### src/rtl/u8u16_pkg.sv
// ----------------------------------------------------------------------------
// u8u16_pkg
// Shared types, constants and lookup functions for the UTF-8 to UTF-16
// decoder: result kinds, the result bundle and the per-length tables.
// ----------------------------------------------------------------------------
package u8u16_pkg;

  // Result kinds
  typedef enum logic [1:0] {
    KIND_DATA     = 2'd0,
    KIND_OK       = 2'd1,
    KIND_INVALID  = 2'd2,
    KIND_OVERFLOW = 2'd3
  } kind_t;

  // One result item
  typedef struct packed {
    logic [15:0] word;
    kind_t       kind;
  } res_t;

  // Up to three results caused by one byte
  typedef struct packed {
    logic [1:0]     cnt;
    res_t [2:0]     res;
  } bundle_t;

  localparam logic [31:0] CpMax      = 32'h0010_FFFF;
  localparam logic [31:0] SurrLo     = 32'h0000_D800;
  localparam logic [31:0] SurrHi     = 32'h0000_DFFF;
  localparam logic [15:0] HiSurrBase = 16'hD7C0;
  localparam logic [15:0] LoSurrBase = 16'hDC00;

  // Sequence length from the lead byte, 0 for a byte that cannot lead
  function automatic logic [2:0] lead_len(input logic [7:0] b);
    logic [2:0] len;
    priority if (b < 8'h80) len = 3'd1;
    else if (b < 8'hC0) len = 3'd0;
    else if (b < 8'hE0) len = 3'd2;
    else if (b < 8'hF0) len = 3'd3;
    else if (b < 8'hF8) len = 3'd4;
    else if (b < 8'hFC) len = 3'd5;
    else if (b < 8'hFE) len = 3'd6;
    else len = 3'd0;
    return len;
  endfunction

  // Lead and marker bits folded into the accumulator, per length
  function automatic logic [31:0] magic_sub(input logic [2:0] len);
    logic [31:0] m;
    unique case (len)
      3'd2:    m = 32'h0000_3080;
      3'd3:    m = 32'h000E_2080;
      3'd4:    m = 32'h03C8_2080;
      3'd5:    m = 32'hFA08_2080;
      3'd6:    m = 32'h8208_2080;
      default: m = 32'h0000_0000;
    endcase
    return m;
  endfunction

  // Smallest code point that needs this length (overlong check); all ones for five and six bytes
  function automatic logic [31:0] shortest_min(input logic [2:0] len);
    logic [31:0] m;
    unique case (len)
      3'd2:       m = 32'h0000_0080;
      3'd3:       m = 32'h0000_0800;
      3'd4:       m = 32'h0001_0000;
      3'd5, 3'd6: m = 32'hFFFF_FFFF;
      default:    m = 32'h0000_0000;
    endcase
    return m;
  endfunction

endpackage

### src/rtl/u8u16_dec.sv
// ----------------------------------------------------------------------------
// u8u16_dec
// Decode stage: holds the per-string state and turns one registered byte
// into a bundle of up to three results, combinationally.
// ----------------------------------------------------------------------------
module u8u16_dec
  import u8u16_pkg::*;
#(
  parameter int unsigned UNIT_COUNT_BITS = 16
) (
  input  logic        clk,
  input  logic        rst_n,
  input  logic        fire,
  input  logic [7:0]  byte_in,
  input  logic        eos_in,
  input  logic [15:0] capacity,
  output bundle_t     bundle
);

  localparam int unsigned UW    = UNIT_COUNT_BITS;
  localparam int unsigned CMP_W = ((UW > 16) ? UW : 16) + 1;

  // Per-string state
  logic [31:0]   acc_r,    acc_nxt;
  logic [2:0]    seq_len_r, seq_len_nxt;
  logic [2:0]    seen_r,   seen_nxt;
  logic          mal_r,    mal_nxt;
  logic          supp_r,   supp_nxt;
  logic          failed_r, failed_nxt;
  logic [UW-1:0] units_r,  units_nxt;

  // Effective capacity, limited by the counter width
  logic [CMP_W-1:0] cap_lim, cap_ext, cap_eff, units_ext, units_p2;

  assign cap_lim   = CMP_W'((64'd1 << UW) - 64'd1);
  assign cap_ext   = CMP_W'(capacity);
  assign cap_eff   = (cap_ext < cap_lim) ? cap_ext : cap_lim;
  assign units_ext = CMP_W'(units_r);
  assign units_p2  = units_ext + CMP_W'(2);

  // Trail byte folding and code point
  logic [2:0]  len_lead;
  logic [31:0] acc_fold, cp;
  logic [2:0]  seen_inc;
  logic        mal_fold, cp_bad;

  assign len_lead = lead_len(byte_in);
  assign acc_fold = {acc_r[25:0], 6'b0} + {24'b0, byte_in};
  assign seen_inc = seen_r + 3'd1;
  assign mal_fold = mal_r | (byte_in[7:6] != 2'b10);
  assign cp       = acc_fold - magic_sub(seq_len_r);
  assign cp_bad   = mal_fold || (cp > CpMax) || (cp < shortest_min(seq_len_r)) ||
                    ((cp >= SurrLo) && (cp <= SurrHi));

  // Next state and result bundle
  always_comb begin
    logic [1:0] n;
    n           = 2'd0;
    bundle      = '0;
    acc_nxt     = acc_r;
    seq_len_nxt = seq_len_r;
    seen_nxt    = seen_r;
    mal_nxt     = mal_r;
    supp_nxt    = supp_r;
    failed_nxt  = failed_r;
    units_nxt   = units_r;

    if (!failed_r) begin
      if (seq_len_r == 3'd0) begin
        if (units_ext >= cap_eff) begin
          bundle.res[n] = '{word: 16'h0, kind: KIND_OVERFLOW};
          n             = n + 2'd1;
          failed_nxt    = 1'b1;
        end else if (len_lead == 3'd0) begin
          bundle.res[n] = '{word: 16'h0, kind: KIND_INVALID};
          n             = n + 2'd1;
          failed_nxt    = 1'b1;
        end else if (len_lead == 3'd1) begin
          bundle.res[n] = '{word: {8'h0, byte_in}, kind: KIND_DATA};
          n             = n + 2'd1;
          units_nxt     = units_r + UW'(1);
        end else begin
          acc_nxt     = {24'b0, byte_in};
          seq_len_nxt = len_lead;
          seen_nxt    = 3'd1;
          mal_nxt     = 1'b0;
          supp_nxt    = (byte_in >= 8'hF0);
        end
      end else begin
        acc_nxt  = acc_fold;
        seen_nxt = seen_inc;
        mal_nxt  = mal_fold;
        // Sequence complete
        if (seen_inc >= seq_len_r) begin
          seq_len_nxt = 3'd0;
          if (cp_bad) begin
            bundle.res[n] = '{word: 16'h0, kind: KIND_INVALID};
            n             = n + 2'd1;
            failed_nxt    = 1'b1;
          end else if (supp_r) begin
            if (units_p2 > cap_eff) begin
              bundle.res[n] = '{word: 16'h0, kind: KIND_OVERFLOW};
              n             = n + 2'd1;
              failed_nxt    = 1'b1;
            end else begin
              // high half takes cp[20:10], up to 0x43F
              bundle.res[n] = '{word: HiSurrBase + {5'b0, cp[20:10]},
                                kind: KIND_DATA};
              n             = n + 2'd1;
              bundle.res[n] = '{word: LoSurrBase + {6'b0, cp[9:0]},
                                kind: KIND_DATA};
              n             = n + 2'd1;
              units_nxt     = units_r + UW'(2);
            end
          end else begin
            bundle.res[n] = '{word: cp[15:0], kind: KIND_DATA};
            n             = n + 2'd1;
            units_nxt     = units_r + UW'(1);
          end
        end
      end
    end

    // End of string: status, then back to a clean string
    if (eos_in) begin
      if (!failed_nxt) begin
        if (seq_len_nxt != 3'd0) begin
          bundle.res[n] = '{word: 16'h0, kind: KIND_INVALID};
        end else begin
          bundle.res[n] = '{word: 16'h0, kind: KIND_OK};
        end
        n = n + 2'd1;
      end
      acc_nxt     = '0;
      seq_len_nxt = '0;
      seen_nxt    = '0;
      mal_nxt     = 1'b0;
      supp_nxt    = 1'b0;
      failed_nxt  = 1'b0;
      units_nxt   = '0;
    end

    bundle.cnt = n;
  end

  // State registers
  always_ff @(posedge clk) begin
    if (!rst_n) begin
      acc_r     <= '0;
      seq_len_r <= '0;
      seen_r    <= '0;
      mal_r     <= 1'b0;
      supp_r    <= 1'b0;
      failed_r  <= 1'b0;
      units_r   <= '0;
    end else if (fire) begin
      acc_r     <= acc_nxt;
      seq_len_r <= seq_len_nxt;
      seen_r    <= seen_nxt;
      mal_r     <= mal_nxt;
      supp_r    <= supp_nxt;
      failed_r  <= failed_nxt;
      units_r   <= units_nxt;
    end
  end

  // A failed string never has a sequence open
  a_failed_closed: assert property (@(posedge clk) disable iff (!rst_n)
    failed_r |-> (seq_len_r == 3'd0))
    else $error("sequence open after failure");

  // While a sequence is open fewer bytes than its length have been seen
  a_seen_bound: assert property (@(posedge clk) disable iff (!rst_n)
    (seq_len_r != 3'd0) |-> ((seen_r < seq_len_r) && (seq_len_r >= 3'd2)))
    else $error("byte count outside open sequence");

endmodule

### src/rtl/u8u16_outbuf.sv
// ----------------------------------------------------------------------------
// u8u16_outbuf
// Result register: holds one bundle and hands its results out one per
// transaction, flagging the last one of the bundle.
// ----------------------------------------------------------------------------
module u8u16_outbuf
  import u8u16_pkg::*;
(
  input  logic        clk,
  input  logic        rst_n,
  input  logic        load,
  input  bundle_t     bundle,
  output logic        free,
  output logic        out_valid,
  input  logic        out_stall,
  output logic [15:0] out_word,
  output logic [1:0]  out_kind,
  output logic        out_last_of_run
);

  logic [1:0]     cnt_r;
  logic [1:0]     idx_r;
  res_t [2:0]     res_r;
  logic           take, last;

  assign out_valid       = (cnt_r != 2'd0);
  assign take            = out_valid && !out_stall;
  assign last            = (idx_r == (cnt_r - 2'd1));
  assign free            = !out_valid || (take && last);
  assign out_word        = res_r[idx_r].word;
  assign out_kind        = res_r[idx_r].kind;
  assign out_last_of_run = last;

  // Control: count and read index
  always_ff @(posedge clk) begin
    if (!rst_n) begin
      cnt_r <= 2'd0;
      idx_r <= 2'd0;
    end else if (load) begin
      cnt_r <= bundle.cnt;
      idx_r <= 2'd0;
    end else if (take) begin
      if (last) begin
        cnt_r <= 2'd0;
        idx_r <= 2'd0;
      end else begin
        idx_r <= idx_r + 2'd1;
      end
    end
  end

  // Payload
  always_ff @(posedge clk) begin
    if (load) begin
      res_r <= bundle.res;
    end
  end

  // Read index stays inside the held bundle
  a_idx_in_range: assert property (@(posedge clk) disable iff (!rst_n)
    out_valid |-> (idx_r < cnt_r))
    else $error("read index past bundle");

  // A bundle is only replaced once its last result has gone
  a_no_overwrite: assert property (@(posedge clk) disable iff (!rst_n)
    load |-> (!out_valid || (!out_stall && last)))
    else $error("bundle overwritten with results pending");

endmodule

### src/rtl/utf8_to_utf16_decoder.sv
// ----------------------------------------------------------------------------
// utf8_to_utf16_decoder
// Streaming UTF-8 to UTF-16 transcoder: one byte in, up to three results
// out (data units, then a status at the end of the string).
//
//   Channel  Handshake        Payload
//   in       in_valid/stall   in_byte, in_end_of_string
//   out      out_valid/stall  out_word, out_kind, out_last_of_run
//   cfg      cfg_valid/ready  cfg_out_capacity
//
// One byte per cycle is taken while each byte gives at most one result and
// out does not stall; a byte giving several results holds the input until
// the single result register has sent them, one result a cycle unless stalled.
// A byte's first result comes out of the result register, behind the input register.
// Reset is synchronous, active low; capacity returns to 65535.
// A stall on out backs up into in_stall once the input register is full.
// ----------------------------------------------------------------------------
module utf8_to_utf16_decoder
  import u8u16_pkg::*;
#(
  parameter int unsigned UNIT_COUNT_BITS = 16
) (
  input  logic        clk,
  input  logic        rst_n,
  // byte input
  input  logic        in_valid,
  output logic        in_stall,
  input  logic [7:0]  in_byte,
  input  logic        in_end_of_string,
  // result output
  output logic        out_valid,
  input  logic        out_stall,
  output logic [15:0] out_word,
  output logic [1:0]  out_kind,
  output logic        out_last_of_run,
  // configuration
  input  logic        cfg_valid,
  output logic        cfg_ready,
  input  logic [15:0] cfg_out_capacity
);

  logic        in_valid_r;
  logic [7:0]  byte_r;
  logic        eos_r;
  logic [15:0] capacity_r;
  logic        free, fire, accept;
  bundle_t     bundle;

  assign cfg_ready = 1'b1;
  assign fire      = in_valid_r && free;
  assign in_stall  = in_valid_r && !free;
  assign accept    = in_valid && !in_stall;

  // Capacity register
  always_ff @(posedge clk) begin
    if (!rst_n) begin
      capacity_r <= 16'hFFFF;
    end else if (cfg_valid && cfg_ready) begin
      capacity_r <= cfg_out_capacity;
    end
  end

  // Input register
  always_ff @(posedge clk) begin
    if (!rst_n) begin
      in_valid_r <= 1'b0;
    end else if (accept) begin
      in_valid_r <= 1'b1;
    end else if (fire) begin
      in_valid_r <= 1'b0;
    end
  end

  always_ff @(posedge clk) begin
    if (accept) begin
      byte_r <= in_byte;
      eos_r  <= in_end_of_string;
    end
  end

  u8u16_dec #(
    .UNIT_COUNT_BITS (UNIT_COUNT_BITS)
  ) u_dec (
    .clk      (clk),
    .rst_n    (rst_n),
    .fire     (fire),
    .byte_in  (byte_r),
    .eos_in   (eos_r),
    .capacity (capacity_r),
    .bundle   (bundle)
  );

  u8u16_outbuf u_outbuf (
    .clk             (clk),
    .rst_n           (rst_n),
    .load            (fire),
    .bundle          (bundle),
    .free            (free),
    .out_valid       (out_valid),
    .out_stall       (out_stall),
    .out_word        (out_word),
    .out_kind        (out_kind),
    .out_last_of_run (out_last_of_run)
  );

  // A held byte is decoded once the result register frees up
  a_byte_moves: assert property (@(posedge clk) disable iff (!rst_n)
    (in_valid_r && !out_valid) |=> (!in_valid_r || $past(accept)))
    else $error("byte held with result register empty");

endmodule

### config.mk
export PLATFORM = sky130hd
export DESIGN_NAME = utf8_to_utf16_decoder
export DESIGN_NICKNAME = d
export VERILOG_FILES = /design/src/rtl/u8u16_pkg.sv /design/src/rtl/u8u16_dec.sv /design/src/rtl/u8u16_outbuf.sv /design/src/rtl/utf8_to_utf16_decoder.sv
export SDC_FILE = /design/constraint.sdc
export NUM_CORES = 1
export LEC_CHECK = 0
export ABC_CLOCK_PERIOD_IN_PS = 15600
export BUFFER_PORTS_ARGS = -buffer_cell sky130_fd_sc_hd__buf_2
export CORE_MARGIN = 2
export CORE_UTILIZATION = 60
export CTS_CLUSTER_SIZE = 40
export DETAILED_ROUTE_END_ITERATION = 8
export PLACE_DENSITY_LB_ADDON = 0.1
export SYNTH_ARGS = -nofsm -noshare
export SYNTH_HDL_FRONTEND = slang
export SYNTH_SLANG_ARGS = --single-unit
export TNS_END_PERCENT = 50
### constraint.sdc
create_clock -name clk -period 15.6 [get_ports clk]
set_clock_uncertainty 0.1 [all_clocks]
set_input_delay 0.78 -clock clk [delete_from_list [all_inputs] [get_ports clk]]
set_output_delay 0.78 -clock clk [all_outputs]
set_load 0.02 [all_outputs]
======== Word-level counts from Yosys, hierarchy flattened ========
Index checks and enable logic that the tools add are counted.
operators by class
  add/subtract/negate cells ............... 11
  order comparisons ....................... 19
  equality and inequality tests ........... 18
  mux-type cells .......................... 97
  bitwise operators ....................... 9
  reduce and logical (&&, ||, !) cells .... 31
operators by type and width
  operator                 number
  $mux W18                 12
  $mux W16                 11
  $pmux W32 S5             1
  $mux W26                 6
  $mux W36                 4
  $pmux W32 S4             1
  $and A34 B51 Y51         2
  $not A51 Y51             2
  $mux W3                  20
  $lt A8 B8 Y1 const B     7
  $mux W54                 1
  $bmux W18 S2             1
  $demux W18 S2            1
  $add A32 B8 Y32          1
  $ge A32 B16 Y1 const B   1
  $gt A32 B21 Y1 const B   1
  $le A32 B16 Y1 const B   1
  $lt A32 B32 Y1           1
  $sub A32 B32 Y32         1
  $mux W2                  14
  $mux W1                  24
  $add A16 B2 Y17 const B  1
  $ge A16 B17 Y1           1
  $gt A17 B17 Y1           1
  34 further kinds         69
word-level totals
  register bits ........................... 135
  input bits .............................. 30
  output and inout port bits .............. 22
  word-level logic and storage cells ...... 204

======== Logic depth before layout (Yosys ltp) ========
Gate-level depths: netlist (run 1).
  word-level depth ........................ 23
  mapped depth ............................ 33
  depth with buffers taken out ............ 31

======== Cells and area by module ========
A second synthesis (run 1) with hierarchy kept.
unflattened totals
  cell total of the unflattened synthesis .. 1,224
  area total of the unflattened synthesis .. 10,563.9 um2
by module, submodules not included
  module                 instances  cells each  area an instance (um2)  sequential area each (um2)
  u8u16_dec              1          1,011       7,384.6                 1,021.0
  u8u16_outbuf           1          145         2,269.7                 1,701.6
  utf8_to_utf16_decoder  1          68          909.6                   610.6

======== Worst setup path after synthesis (run 1) ========
OpenSTA, ideal clock, no wires.
  path type ............................... flip-flop to flip-flop
  start point ............................. reg byte_r[6]
  end point ............................... reg u_outbuf.res_r[8] in the netlist's numbering, data pin
  arrival time ............................ 6,727 ps
  data required time ...................... 15,354 ps
  setup slack ............................. 8,627 ps
  cell stages (with the launch flop) ...... 32
  path buffers ............................ 2
  clock period less this slack ............ 6,973 ps
  cell sequence ........................... edfxtp_1 ha_1 fa_1 nand3_1 nor3_1 and3_1 xor2_1 ha_1 a21o_1 a211o_1 o31a_1 a211oi_1 nor2_1 a211oi_1 ha_1 a21o_1 a21o_1 a21oi_1 nand2_1 a21bo_2 o211ai_1 or4b_4 a2111oi_4 nand3_2 nor3_2 inv_1 ha_1 and4_1 or3_1 buf_2 buf_6 o2bb2ai_1
RTL lines
  item                    line                         RTL
  start, declared         utf8_to_utf16_decoder.sv:43  logic [7:0] byte_r;
  start signal, assigned  utf8_to_utf16_decoder.sv:76  byte_r <= in_byte;
  end signal, assigned    u8u16_outbuf.sv:55           res_r <= bundle.res;
  end, declared           u8u16_outbuf.sv:23           res_t [2:0] res_r;

==> results.py, run 1 <==
metrics = {
    "synthesis": {
        "yosysUniqueCellTypes": 86,
        "ys_seq_area_frac": 0.301,
        "synth_top_area_frac": 0.161,
        "async_reset_ff_frac": 0,
        "ys_seq_elements": 114,
        "synth_area_um2": 8980,
        "ys_warn_count": 0,
        "synth-edff-count": 42,
        "synth_fp_nets": 1180,
        "synth.avg_cell_area_um2": 8.47,
        "synth_cells": 1060,
        "synth.largest_area_cell": "dfxtp_1",
        "synthTopCellsByArea": "dfxtp_1 16%, edfxtp_1 14%, ha_1 12%",
        "ys.flop_type": "dfxtp_1",
    },
    "timing": {
        "timing.final.ws_setup_ps": 7410,
        "setup-violations-final": 0,
        "slew_headroom": 0.202,
        "whs_ps": 367,
        "min_period_ps": 8190,
        "period_share": 0.525,
        "tightest_slew_ps": 1190,
        "maxSlewViolCount": 0,
        "hold_viol": 0,
        "finalSetupTns_ps": 0,
        "rsz0062_at_grt": "no",
        "fmaxAchievable_ghz": 0.122,
    },
    "global_route": {
        "grtUsageTotal": 0.289,
        "grt_pass1_wl_um": 37300,
        "grt_remaining_overflow": 0,
        "grt_max_degree": 41,
        "antenna_found_initial": 0,
        "grt_pass1_vias": 7266,
    },
    "worst_setup_path": {
        "crit_arrival_ps": 8390,
        "rr_startpoint": "byte_r[6]$_DFFE_PP_",
        "worstPathMaxFanout": 16,
        "cp-start-kind": "register",
        "critical_path_class": "reg -> reg",
        "crit_cells": 28,
        "critPathCaptureType": "register",
        "slowest_delay_ps": 560,
        "cp_top_family": "compound AO/OA/AOI/OAI gates",
        "worst_path_max_delay_cell": "or3_1",
        "worst-path-buf-inv": 1,
        "reg2reg_depth": 28,
        "reg2reg_slack_ps": 7410,
        "crit_required_ps": 15790,
        "r2r-end": "u_outbuf.res_r[4]$_DFFE_PP_",
    },
    "routing": {
        "num_vias": 8028,
        "drt_iter0_drc": 868,
        "route.detailed.drc": 0,
        "first_pass_iters": 5,
        "wl_per_cell_um": 17.9,
        "vias_per_cell": 6.27,
        "drt_wl_total_um": 22900,
        "ant_nets": 0,
    },
    "placed_design": {
        "hpwl_um": 17400,
        "post-place-cells": 1249,
        "dpl_cell_area_um2": 9290,
        "portBuffers": 50,
        "gp_congestion": 0.968,
        "pre_cts_slack_ps": 7550,
    },
    "cts": {
        "clock_latency_ps": 430,
        "ctsResizeCount": 0,
        "h-tree-depth": 4,
        "cts_sinks": 114,
        "cts-buffers-inserted": 17,
        "cts_root_buf": "clkbuf_16",
        "postCtsSetupBuffers": 0,
        "path_clk_slew_ps": 60,
        "cts_buffer_depth": 2,
        "cts_tree": "yes",
        "ctsHoldBuffers": 0,
    },
    "cells_and_area": {
        "final_util": 0.676,
        "syn2layout_area_growth_pct": 9.75,
        "stdcell_area_um2": 9860,
        "layout.nets": 1204,
        "fill_cells": 1222,
        "final_cells": 1281,
        "drive_gt1_frac": 0.109,
        "antennaDiodeCount": 0,
    },
    "pwr": {
        "peakVddDrop_v": 0.0000836,
        "power_mw": 0.860,
        "p_per_area_nw_per_um2": 87.3,
        "p_leak_nw": 4.25,
    },
    "worst_hold_path": {
        "min_to": "u_dec.acc_r[0]$_SDFFE_PN0P_",
        "hold_class": "reg -> reg",
        "hold_path_startpoint": "u_dec.acc_r[0]$_SDFFE_PN0P_",
        "hold_depth": 2,
    },
    "floorplanning": {
        "pin_count": 52,
        "dieArea_um2": 16000,
        "core_um2": 14600,
        "dieWidth_um": 126,
        "row_count": 44,
        "die_h_um": 126,
        "start_util": 0.616,
    },
    "flow_run": {
        "max_cap_viol_count": 0,
    },
    "status": {
        "status": "complete, no violations",
    },
}
## registers in the layout, summed over array words and instances, names as in the netlist, 2 cells and up
signal / flops
u_dec.acc_r: 26
u_outbuf.res_r: 33
u_dec.seq_len_r: 3
u_dec.seen_r: 3
capacity_r: 16
byte_r: 8
u_outbuf.idx_r: 2
u_outbuf.cnt_r: 2
u_dec.units_r: 16
## how the worst max path moves through the flow
stage,start,end,slack [ps]
after CTS,byte_r[6]$_DFFE_PP_,u_outbuf.res_r[4]$_DFFE_PP_,7500
final,byte_r[6]$_DFFE_PP_,u_outbuf.res_r[4]$_DFFE_PP_,7410
after floorplan,byte_r[6]$_DFFE_PP_,u_outbuf.res_r[8]$_DFFE_PP_,8630
after global routing,byte_r[7]$_DFFE_PP_,u_outbuf.res_r[4]$_DFFE_PP_,6860
after detailed placement,byte_r[7]$_DFFE_PP_,u_outbuf.res_r[4]$_DFFE_PP_,7550
after global placement,byte_r[6]$_DFFE_PP_,u_outbuf.res_r[3]$_DFFE_PP_,7810
## final cells by class
| cell class | count | area [um^2] | area share |
|---|---|---|---|
| clock buffer | 17 | 425 | 0.0432 |
| clock inverter | 15 | 136 | 0.0138 |
| timing repair buffer | 56 | 295 | 0.0300 |
| inverter | 49 | 184 | 0.0187 |
| tap | 184 | 230 | 0.0234 |
| multi-input combinational | 846 | 5880 | 0.597 |
| sequential | 114 | 2700 | 0.274 |
## layer usage
metal | routed length [um] | global-route usage
met1 | 11300 | 0.433
met2 | 9840 | 0.423
met3 | 1380 | 0.0548
met4 | 374 | 0.0847
met5 | 0 | 0
## report_power, final
| part | internal (mW) | total, mW | switching, mW | leakage [nW] |
|---|---|---|---|---|
| Combinational | 0.0630 | 0.161 | 0.0981 | 2.98 |
| Clock | 0.219 | 0.369 | 0.150 | 0.266 |
| Sequential | 0.321 | 0.330 | 0.00924 | 1.00 |
| Total | 0.603 | 0.860 | 0.258 | 4.25 |
## synthesized netlist by cell type, types with 11 or more instances
| cell type | n |
|---|---|
| nand2_1 | 122 |
| nand4_1 | 23 |
| o211ai_1 | 22 |
| nand3_1 | 38 |
| mux2i_1 | 18 |
| a22o_1 | 13 |
| and2_1 | 19 |
| nand2b_1 | 18 |
| nor3_1 | 20 |
| a21o_1 | 33 |
| nor2b_1 | 12 |
| clkbuf_1 | 37 |
| and3_1 | 12 |
| a211oi_1 | 11 |
| a21oi_1 | 64 |
| xnor2_1 | 43 |
| xor2_1 | 21 |
| dfxtp_1 | 72 |
| o21ai_0 | 32 |
| edfxtp_1 | 42 |
| ha_1 | 89 |
| nor2_1 | 83 |
| o21a_1 | 17 |
| inv_1 | 47 |
## cell usage in the layout, fill, tap and decap left out, types with 8 or more instances in the layout
master,count
nand2b_1,18
nand3_1,38
nor2b_1,11
and3_1,12
clkbuf_16,17
a22o_1,13
nor2_1,83
nand2_1,122
o211ai_1,22
o21ai_0,32
xnor2_1,43
nor4_1,8
o21a_1,17
ha_1,89
or3_1,9
and2_1,19
mux2i_1,18
a211oi_1,11
nor3_1,20
nand4_1,23
dfxtp_1,72
a21o_1,33
edfxtp_1,42
xor2_1,21
a21oi_1,64
inv_1,47
buf_2,50
## logic make-up (layout without fill, tap and decap cells)
kind of cell	count (synthesis)	count (layout)	share of synthesized area
mux	18	18	0.0201
other cells	1	1	0.000418
buf+inv	100	137	0.0456
fa+ha+maj	90	90	0.126
simple gates	397	397	0.223
xor+xnor	64	64	0.0624
flops	114	114	0.301
compound gates	276	276	0.222
## worst min-delay path: cells and delay by family (launching register included)
| kind | cells | cell delay (ps) |
|---|---|---|
| AOI/OAI and AO/OA | 1 | 50 |
| and+or+nand+nor | 1 | 50 |
| DFF | 1 | 310 |
Power figures use the tool's default switching activity.
==> run 2: changes to the inputs <==
- ABC_CLOCK_PERIOD_IN_PS: 15600 -> 8410
- clock period: 15.6 -> 8.41 ns (I/O delays scaled with it)
==> results.py, run 2 (synthesis gave the netlist of run 1 again) <==
metrics = {
    "status": {
        "status": "complete, no violations",
    },
    "pwr": {
        "p_per_area_nw_per_um2": 159,
        "peakVddDrop_v": 0.000150,
        "power_mw": 1.57,
        "p_leak_nw": 4.26,
    },
    "cts": {
        "path_clk_slew_ps": 60,
        "cts_tree": "yes",
        "cts_sinks": 114,
        "cts_buffer_depth": 2,
        "cts-buffers-inserted": 17,
        "h-tree-depth": 4,
        "cts_root_buf": "clkbuf_16",
        "clock_latency_ps": 420,
    },
    "routing": {
        "first_pass_iters": 5,
        "wl_per_cell_um": 18.1,
        "drt_wl_total_um": 23300,
        "num_vias": 8019,
        "ant_nets": 0,
        "drt_iter0_drc": 797,
        "route.detailed.drc": 0,
        "vias_per_cell": 6.24,
    },
    "cells_and_area": {
        "layout.nets": 1208,
        "reg.largest.list": "u_outbuf.res_r: 33 flops, u_dec.acc_r: 26 flops",
        "final_cell_mix": "122 x nand2_1, 89 x ha_1, 83 x nor2_1",
        "fill_cells": 1258,
        "largest_reg_flops": 33,
        "final_common_cell": "nand2_1",
        "antennaDiodeCount": 0,
        "drive_gt1_frac": 0.114,
        "regMostFlops": "u_outbuf.res_r",
        "syn2layout_area_growth_pct": 9.95,
    },
    "global_route": {
        "grtUsageTotal": 0.293,
        "grt_pass1_wl_um": 37900,
        "grt_max_degree": 41,
        "grt_remaining_overflow": 0,
        "antenna_found_initial": 0,
        "grt_pass1_vias": 7318,
    },
    "worst_setup_path": {
        "critical_path_class": "reg -> reg",
        "critPathCaptureType": "register",
        "slowest_delay_ps": 540,
        "crit_required_ps": 8600,
        "crit_arrival_ps": 8000,
        "worst-path-buf-inv": 1,
        "worstPathMaxFanout": 16,
        "cp-start-kind": "register",
        "reg2reg_depth": 28,
        "worst_path_max_delay_cell": "or3_1",
        "cp_top_family": "compound AO/OA/AOI/OAI gates",
        "crit_cells": 28,
    },
    "floorplanning": {
        "core_um2": 14600,
        "dieArea_um2": 16000,
        "die_h_um": 126,
        "row_count": 44,
        "dieWidth_um": 126,
        "start_util": 0.616,
        "pin_count": 52,
    },
    "timing": {
        "rsz0062_at_grt": "no",
        "finalSetupTns_ps": 0,
        "hold_viol": 0,
        "slew_headroom": 0.152,
        "maxSlewViolCount": 0,
        "tightest_slew_ps": 1270,
        "fmaxAchievable_ghz": 0.128,
        "period_share": 0.929,
        "min_period_ps": 7810,
        "setup-violations-final": 0,
    },
    "placed_design": {
        "portBuffers": 50,
        "hpwl_um": 17500,
        "gp_congestion": 0.962,
    },
    "flow_run": {
        "max_cap_viol_count": 0,
    },
    "worst_hold_path": {
        "hold_depth": 1,
        "hold_class": "in -> reg",
    },
}
==> run 2: area by class of cell <==
type,instances,area [um^2],area share
multi-input combinational,846,5890,0.597
sequential,114,2700,0.274
clock buffer,17,425,0.0431
timing repair buffer,60,325,0.0329
tap,184,230,0.0233
inverter,49,184,0.0186
clock inverter,15,113,0.0114
==> run 2: path summary, 6_finish.rpt <==
path,startpoint,endpoint,slack (ps)
worst min register to register,u_dec.acc_r[0]$_SDFFE_PN0P_,u_dec.acc_r[0]$_SDFFE_PN0P_,370
worst max register to register,byte_r[6]$_DFFE_PP_,u_outbuf.res_r[5]$_DFFE_PP_,600
worst max-delay path,byte_r[6]$_DFFE_PP_,u_outbuf.res_r[5]$_DFFE_PP_,600
worst min-delay path,in_byte[5],byte_r[5]$_DFFE_PP_,80
==> run 2: metal layers <==
| metal | routed length [um] | track usage |
|---|---|---|
| met5 | 0 | 0 |
| met1 | 11400 | 0.438 |
| met4 | 328 | 0.0782 |
| met3 | 1540 | 0.0510 |
| met2 | 10000 | 0.438 |
==> run 2: timing repair <==
action / CTS / global route
gates resized for setup: 0 / 2
hold buffers: 0 / 0
setup endpoints to repair: 0 / 16
buffers inserted: 0 / 0
==> run 2: through the flow <==
stage | hold slack [ps] | instances | area, um^2 | setup slack (ps) | utilization
6_report | 77.7 | 1285 | 9870 | 599 | 0.677
5_1_grt | 63.3 | 1285 | 9870 | 3.22 | 0.677
4_1_cts | 69.1 | 1285 | 9860 | 451 | 0.676
3_5_place_dp | 363 | 1253 | 9320 | 520 | 0.639
3_3_place_gp | 353 | 1253 | 9320 | 791 | 0.639
2_1_floorplan | 336 | 1060 | 8980 | 1440 | -
==> run 2: report_power, final <==
group          leakage, nW  switching [mW]  internal (mW)  total (mW)
Sequential            1.00          0.0166          0.595       0.611
Combinational         3.00           0.183          0.117       0.301
Clock                0.253           0.279          0.378       0.657
